[src/handle_slot_registry_unit_defines.svh]
// ----------------------------------------------------------------------------
// handle_slot_registry_unit_defines
// Assertion macros used by the handle slot registry RTL.
// ----------------------------------------------------------------------------
`ifndef HANDLE_SLOT_REGISTRY_UNIT_DEFINES_SVH
`define HANDLE_SLOT_REGISTRY_UNIT_DEFINES_SVH

// same-cycle implication
`define HSR_ASSERT_IMP(lbl, clk, rst_n, ante, cons) \
    lbl: assert property (@(posedge clk) disable iff (!(rst_n)) (ante) |-> (cons)) \
        else $error("hsr assertion failed");

// next-cycle implication
`define HSR_ASSERT_NEXT(lbl, clk, rst_n, ante, cons) \
    lbl: assert property (@(posedge clk) disable iff (!(rst_n)) (ante) |=> (cons)) \
        else $error("hsr assertion failed");

`endif

[src/hsr_pkg.sv]
// ----------------------------------------------------------------------------
// hsr_pkg
// Shared constants and types of the handle slot registry.
// ----------------------------------------------------------------------------
package hsr_pkg;

    localparam int SLOT_COUNT_DEF = 64;
    localparam int KEY_BITS_DEF   = 32;

    localparam int STATUS_BITS = 3;
    localparam int SLOT_BITS   = 6;
    localparam int INDEX_BITS  = 7;

    localparam logic [STATUS_BITS-1:0] ST_OK        = 3'd0;
    localparam logic [STATUS_BITS-1:0] ST_DUPLICATE = 3'd1;
    localparam logic [STATUS_BITS-1:0] ST_FULL      = 3'd2;
    localparam logic [STATUS_BITS-1:0] ST_DELETED   = 3'd3;
    localparam logic [STATUS_BITS-1:0] ST_IGNORED   = 3'd4;

    // request broadcast to every cell
    typedef struct packed {
        logic is_del;
        logic del_go;
    } t_cmd;

    // scan token flags handed from cell to cell
    typedef struct packed {
        logic valid;
        logic dup;
        logic found;
        logic del_empty;
    } t_flags;

endpackage

[src/hsr_cell.sv]
// ----------------------------------------------------------------------------
// hsr_cell
// One registry slot: holds a key, folds its compare results into the passing
// scan token and hands the token to the next cell.
// ----------------------------------------------------------------------------
module hsr_cell #(
    parameter int KEY_BITS = hsr_pkg::KEY_BITS_DEF,
    parameter int IDX_BITS = 6,
    parameter int CELL_IDX = 0
) (
    input  logic                i_clk,
    input  logic                i_rst_n,
    input  hsr_pkg::t_cmd       i_cmd,
    input  logic [KEY_BITS-1:0] i_key,
    input  logic [IDX_BITS-1:0] i_del_sel,
    input  logic                i_wr_en,
    input  logic [IDX_BITS-1:0] i_wr_sel,
    input  hsr_pkg::t_flags     i_flags,
    input  logic [IDX_BITS-1:0] i_free_idx,
    output hsr_pkg::t_flags     o_flags,
    output logic [IDX_BITS-1:0] o_free_idx
);

    localparam logic [IDX_BITS-1:0] MY_IDX = IDX_BITS'(CELL_IDX);

    logic [KEY_BITS-1:0] r_slot_key;
    logic [KEY_BITS-1:0] n_slot_key;
    hsr_pkg::t_flags     r_flags;
    hsr_pkg::t_flags     n_flags;
    logic [IDX_BITS-1:0] r_free_idx;
    logic [IDX_BITS-1:0] n_free_idx;

    logic empty;
    logic match;
    logic del_here;

    assign empty    = (r_slot_key == '0);
    assign match    = (r_slot_key == i_key);
    assign del_here = i_cmd.del_go && (i_del_sel == MY_IDX);

    always_comb begin
        n_flags       = i_flags;
        n_free_idx    = i_free_idx;
        n_flags.dup   = i_flags.dup | (i_flags.valid & ~i_cmd.is_del & match);
        n_flags.del_empty = i_flags.del_empty | (i_flags.valid & del_here & empty);
        if (i_flags.valid && !i_cmd.is_del && !i_flags.found && empty) begin
            n_flags.found = 1'b1;
            n_free_idx    = MY_IDX;
        end
        n_slot_key = r_slot_key;
        if (i_wr_en && (i_wr_sel == MY_IDX)) begin
            n_slot_key = i_key;
        end else if (i_flags.valid && del_here) begin
            n_slot_key = '0;
        end
    end

    always_ff @(posedge i_clk) begin
        if (!i_rst_n) begin
            r_slot_key <= '0;
            r_flags    <= '0;
        end else begin
            r_slot_key <= n_slot_key;
            r_flags    <= n_flags;
        end
        r_free_idx <= n_free_idx;
    end

    assign o_flags    = r_flags;
    assign o_free_idx = r_free_idx;

endmodule

[config.mk]
export PLATFORM = sky130hd
export DESIGN_NAME = hsr_cell
export DESIGN_NICKNAME = d
export VERILOG_FILES = /design/src/handle_slot_registry_unit_defines.svh /design/src/hsr_pkg.sv /design/src/hsr_cell.sv
export SDC_FILE = /design/constraint.sdc
export NUM_CORES = 1
export LEC_CHECK = 0
export BUFFER_PORTS_ARGS = -buffer_cell sky130_fd_sc_hd__clkbuf_2
export CORE_MARGIN = 2
export CORE_UTILIZATION = 30
export CTS_CLUSTER_SIZE = 12
export DETAILED_ROUTE_END_ITERATION = 10
export GPL_TIMING_DRIVEN = 1
export PLACE_DENSITY_LB_ADDON = 0.08
export SYNTH_ARGS = -nofsm -noshare
export SYNTH_HDL_FRONTEND = slang
export SYNTH_SLANG_ARGS = --single-unit
[constraint.sdc]
create_clock -name i_clk -period 1.7 [get_ports i_clk]
set_input_delay 0.255 -clock i_clk [delete_from_list [all_inputs] [get_ports i_clk]]
set_output_delay 0.255 -clock i_clk [all_outputs]
set_load 0.05 [all_outputs]
==> results.cfg, run 1 <==
[layout]
layout_commonest_cell = clkbuf_2
layout-drive-gt1-share = 0.285
area_growth_pct = 26.4
fin_cells = 372
layout_common_cells = 68 x clkbuf_2, 42 x dfxtp_1, 34 x nand2_1
num-fill-cells = 701
n_antenna_cell = 0
nets = 353

[global_route]
grt_pass1_vias = 1777
grt_antenna_before_repair = 0
grt_usage = 0.156
gr-total-overflow = 0
grt_pass1_wl_mm = 8.83
grt_start_max_net_pins = 37

[sta]
setup_tns_ps = 0
setup_viol = 0
hold-worst-slack_ps = 162
fin_crit_ps = 1540
slew_headroom = 0.735
hold_violations = 0
worst_pin_slew_ps = 394
rsz0062_at_grt = false
finalMaxSlewViolations = 0
finalClockSkew_ps = 5.10
max_freq_ghz = 0.648
min_period_over_period = 0.908

[floorplan]
core_mm2 = 0.00639
rows = 29
start_util = 0.312
dieArea_mm2 = 0.00731
io_pins = 69
die_x_um = 85.5
die_h_um = 85.5

[routing]
viasPerCell = 4.84
firstDrtPassIters = 4
ant_nets = 0
num_vias = 1800
wire_per_inst_um = 14.6
wl_mm = 5.45
route.detailed.drc = 0
drt_iter0_markers = 61

[synth]
ys_seq_area_frac = 0.422
syn_area_mm2 = 0.00199
synthMuxAreaShare = 0
netlist_instances = 227
synth-xor-area-share = 0.141
yosys.area_share.adder = 0
ys_seq_elements = 42
synth_cell_types = 22
synth-compound-area-share = 0.132
synth_top_family_by_area = simple AND/OR/NAND/NOR gates
yosys.area_share.simple = 0.273
syn_avg_cell_area_um2 = 8.77
syn_nets = 286
yosysWarnings = 0

[cts]
clk_latency_ps = 300
clk_pin_slew_ps = 80
cts_max_path_buffers = 2
cts_sinks = 42
numCtsBuffers = 5
root_buffer = clkbuf_8
cts-htree-levels = 2
postCtsHoldBufs = 0
cts_tree = yes

[worst_setup_path]
crit_type = reg -> reg
cp.arrival_ps = 1740
endpoint_kind = flip-flop
crit_path_max_fanout = 6
cp-start-kind = flip-flop
required_ps = 1900

[placement]
placed_cells = 362
routabilityCongestion = 0.777
io_buffers = 68
hpwl_mm = 3.90

[run]
cap_violations = 0

[pwr]
ir_drop_mv = 0.316
p_leak_nw = 1.08
total_power_mw = 1.95
power_density_mw_per_mm2 = 773

[min_path]
min_path_type = in -> reg

[outcome]
status = completed
cell usage after synthesis:
cell type  number  area share
xor2_1         29        0.13
nand2b_1        1      0.0031
nor3_1          3      0.0075
nor4_4          1       0.011
dfxtp_1        42        0.42
buf_4           3       0.011
clkbuf_1        7       0.013
nor3b_1         1      0.0038
a21boi_1       32        0.12
o31ai_1         1      0.0038
nand3_1        33       0.083
xnor2_1         3       0.013
nor4b_2         1      0.0075
and2_1          2      0.0063
o21a_1          2      0.0075
buf_1           3      0.0057
nor2_1          1      0.0019
nand2_1        34       0.064
nand4_1         5       0.016
nor2b_1         6       0.019
buf_2           1      0.0025
nor4_1         16       0.050
cell type report:
type                            instances  area (um^2)  area share
Multi-Input combinational cell        171         1090       0.434
Sequential cell                        42          841       0.334
Timing Repair Buffer                   74          398       0.158
Tap cell                               77         96.3      0.0383
Clock buffer                            7         86.3      0.0343
Clock inverter                          1         5.00     0.00199
final timing paths:
path                                             startpoint                         end  slack [ps]  cells after the start
worst max-delay path            r_slot_key[19]$_SDFFE_PN0P_    o_free_idx[2]$_SDFF_PP0_         160                      5
worst min-delay path                          i_free_idx[1]    o_free_idx[1]$_SDFF_PP0_         160                      2
worst max register to register  r_slot_key[19]$_SDFFE_PN0P_    o_free_idx[2]$_SDFF_PP0_         160                      5
worst min register to register   r_slot_key[1]$_SDFFE_PN0P_  r_slot_key[1]$_SDFFE_PN0P_         500                      2
metrics by stage:
step | utilization | area (um^2) | worst slack [ps]
4_1_cts | 0.391 | 2500 | 54.1
2_1_floorplan | - | 1990 | 396
5_1_grt | 0.394 | 2520 | 30.9
3_3_place_gp | 0.377 | 2410 | 96.6
3_5_place_dp | 0.377 | 2410 | 61.8
6_report | 0.394 | 2520 | 156
worst max-delay path: stages, from the launching register on:
cell and delay, ps:
dfxtp_1 340, nor4_1 390, nand4_1 290, nor4_4 200, buf_4 180, nor2b_1 40
kinds of logic (layout without fill, tap and decap cells):
kind of cell | Yosys count | after routing
AOI/OAI and AO/OA | 35 | 35
xor gates and xnor gates | 32 | 32
buffers and inverters | 14 | 82
DFF | 42 | 42
and+or+nand+nor | 104 | 104
registers in the layout (all words and copies together), names as in the netlist:
| register | flops |
|---|---|
| o_flags | 4 |
| r_slot_key | 32 |
| o_free_idx | 6 |
layer usage:
metal	global-route usage	wire length [um]	vias to the layer above
met5	0	0	-
met4	0.0534	90	0
met3	0.0477	313	7
met2	0.235	2370	49
met1	0.212	2670	821
li1	-	-	923
power by group:
part           internal (mW)  leakage, nW  total, mW  switching, mW
clock network          0.328       0.0482      0.680          0.352
registers               1.00        0.342       1.01        0.00702
logic                  0.109        0.689      0.259          0.150
total                   1.44         1.08       1.95          0.509
what timing repair did:
action,in CTS,in global routing
endpoints found under the setup margin,0,6
buffers inserted,0,2
resized for setup,0,1
Power figures use the tool's default switching activity.
==> inputs of run 2 (changes only) <==
--- a/config.mk
+++ b/config.mk
@@ -5,6 +5,7 @@
 export SDC_FILE = /design/constraint.sdc
 export NUM_CORES = 1
 export LEC_CHECK = 0
+export ABC_AREA = 1
 export BUFFER_PORTS_ARGS = -buffer_cell sky130_fd_sc_hd__clkbuf_2
 export CORE_MARGIN = 2
 export CORE_UTILIZATION = 30
==> run 2 against run 1 <==
Total power is 7.4% higher; utilization is 1.1 points lower; first-iteration DRC count is 20% higher; synthesized area is 9.0% higher; non-clock buffer count stayed put; sequential cell count stayed put; critical endpoint is now o_flags[1]$_SDFF_PN0_; global-route usage is 0.74 points lower; clock-buffer cell count is 1 lower; clock power is 20% higher; synthesized cell count is 50% higher; sequential share of layout area is 2.7 points lower.
==> results.cfg, run 2 <==
[outcome]
status = completed

[worst_setup_path]
cp.arrival_ps = 1490
r2r_start = r_slot_key[24]$_SDFFE_PN0P_
cpMostUsedCell = nor2_1
cp-start-kind = flip-flop
reg2regPathDepth = 9
path_buf_inv = 1
endpoint_kind = flip-flop
r2r_end = o_flags[1]$_SDFF_PN0_
path_depth = 9
crit_type = reg -> reg
cpLargestDelayFamily = simple AND/OR/NAND/NOR gates
cp_slowest_cell = dfxtp_1
reg2reg_slack_ps = 440
path_cells = nor2_1, nand3_1, nor2_1, nand2_1, nor2_1, nand2_1, inv_1, nor2_1, nor2_1
max_stage_delay_ps = 340
crit_path_max_fanout = 7
crit_start = r_slot_key[24]$_SDFFE_PN0P_
required_ps = 1930
crit_end = o_flags[1]$_SDFF_PN0_

[pwr]
ir_drop_mv = 0.279
pwr-share-comb = 0.127
p_leak_nw = 1.27
pwr-share-seq = 0.481
sw_frac_of_total = 0.248
power.clock.fraction = 0.391
intPower_mw = 1.57
power_density_mw_per_mm2 = 764
p_sw_uw = 519

[routing]
num_vias = 2172
wire_per_inst_um = 11.2
firstDrtPassIters = 4
route.detailed.drc = 0
drt_iter0_markers = 73
ant_nets = 0
wl_mm = 5.71
viasPerCell = 4.28

[synth]
synth-compound-area-share = 0.0801
yosysTopAreaCell = dfxtp_1
synth-xor-area-share = 0.0484
synth.area.top_cells = dfxtp_1 39%, nand2_1 16%, nand3_1 8.5%, nor2_1 8.3%, inv_1 7.8%
synth_cell_types = 21
yosysWarnings = 0
synth-main-ff-cell = dfxtp_1
syn_avg_cell_area_um2 = 6.38
yosys.area_share.simple = 0.372
syn_nets = 399
ys_seq_area_frac = 0.387
ys_top_cells_by_count = 95 x nand2_1, 48 x nor2_1, 45 x inv_1
ys_seq_elements = 42
yosysMostFrequentCell = nand2_1
netlist_instances = 340
synth.top_cell.area_share = 0.387
syn_area_mm2 = 0.00217
synth_edf_count = 0
yosys.area_share.adder = 0
synth_top_family_by_area = simple AND/OR/NAND/NOR gates
synthMuxAreaShare = 0
async_flop_share = 0

[layout]
n_antenna_cell = 0
area_growth_pct = 26.1
largest_reg_flops = 32
regMostFlops = r_slot_key
layout_common_cells = 95 x nand2_1, 68 x clkbuf_2, 48 x nor2_1
layout-drive-gt1-share = 0.213
nets = 468
layout_commonest_cell = nand2_1

[cts]
postCtsHoldBufs = 0
cts_sinks = 42
cts_max_path_buffers = 2
post_cts_buffers = 0
cts-htree-levels = 2
clk_pin_slew_ps = 80
root_buffer = clkbuf_8
cts_resized = 0
clk_latency_ps = 290
cts_tree = yes
numCtsBuffers = 5

[sta]
worst_pin_slew_ps = 372
fin_ws_ps = 436
setup_viol = 0
slew_headroom = 0.752
fin_crit_ps = 1260
min_period_over_period = 0.744
max_freq_ghz = 0.791
setup_tns_ps = 0
finalClockSkew_ps = 5.69
rsz0062_at_grt = false
finalMaxSlewViolations = 0
hold_violations = 0

[floorplan]
io_pins = 69
die_h_um = 89.1
dieArea_mm2 = 0.00793
core_mm2 = 0.00714
die_x_um = 89.1
rows = 31
start_util = 0.304

[global_route]
gr-total-overflow = 0
use_met2 = 0.244
grt_usage = 0.149
busiest_layer = met2
use_met3 = 0.0323
grt_start_max_net_pins = 33
grt_pass1_wl_mm = 9.14
grt_pass1_vias = 1949
gr-usage-met1 = 0.199
grt_antenna_before_repair = 0

[run]
cap_violations = 0

[min_path]
min_path_type = in -> reg

[placement]
dp_slack_ps = 374
hpwl_mm = 4.16
routabilityCongestion = 0.755
io_buffers = 68
[run 2: changes by cell type after synthesis, moves of 16 or more]
cell / delta
a21boi_1: -32
nor2_1: +47
a21oi_1: +32
xor2_1: -27
inv_1: +45
nand2_1: +61
nor4_1: -16
[run 2: cell families after synthesis]
kind of cell | Yosys count
DFF | 42
AOI/OAI and AO/OA | 34
xor gates and xnor gates | 12
buffers and inverters | 59
and+or+nand+nor | 193
[run 2: metrics by stage]
| step | cell area, um^2 | std cells | hold WS, ps | utilization | power, mW |
|---|---|---|---|---|---|
| floorplan | 2170 | 340 | 348 | - | 1.18 |
| global placement | 2630 | 501 | 460 | 0.368 | 1.30 |
| detailed placement | 2630 | 501 | 458 | 0.368 | 1.30 |
| CTS | 2740 | 508 | 143 | 0.384 | 2.13 |
| global route | 2740 | 508 | 146 | 0.384 | 2.19 |
| finish | 2740 | 508 | 150 | 0.384 | 2.09 |
[run 2: layout make-up]
class	instances	area, um^2
clock buffer	6	82.6
clock inverter	1	30.0
fill	828	4400
inverter	47	176
multi-input combinational	239	1090
sequential	42	841
tap	99	124
timing repair buffer	74	398
[run 2: tightest hold or removal path, cell delays in order]
cell and delay [ps]:
clkbuf_2 80, inv_1 40, nor2_1 30
[run 2: how the worst min path moves through the flow]
| stage | slack, ps | start | to | depth (start not counted) |
|---|---|---|---|---|
| finish | 150 | i_free_idx[5] | o_free_idx[5]$_SDFF_PP0_ | 3 |
| floorplan | 350 | i_flags[3] | o_flags[3]$_SDFF_PN0_ | 2 |
| CTS | 140 | i_free_idx[5] | o_free_idx[5]$_SDFF_PP0_ | 3 |
| global placement | 460 | i_free_idx[4] | o_free_idx[4]$_SDFF_PP0_ | 3 |
| detailed placement | 460 | i_free_idx[5] | o_free_idx[5]$_SDFF_PP0_ | 3 |
| global route | 150 | i_free_idx[4] | o_free_idx[4]$_SDFF_PP0_ | 3 |
[run 2: power by group through the flow]
stage                     clock network [mW]  logic, mW  registers (mW)
final                                  0.819      0.266            1.01
after floorplan                            0     0.0904            1.09
after detailed placement                   0      0.271            1.03
after global placement                     0      0.269            1.03
after CTS                              0.854      0.272            1.01
after global routing                   0.886      0.298            1.01
[run 2: routing by layer]
| layer | vias to the layer above | wire length, um | part of all wire |
|---|---|---|---|
| met3 | 5 | 321 | 0.056 |
| met2 | 53 | 2650 | 0.46 |
| met4 | 0 | 45 | 0.0079 |
| met1 | 921 | 2690 | 0.47 |
| met5 | - | 0 | 0 |
| li1 | 1193 | - | - |
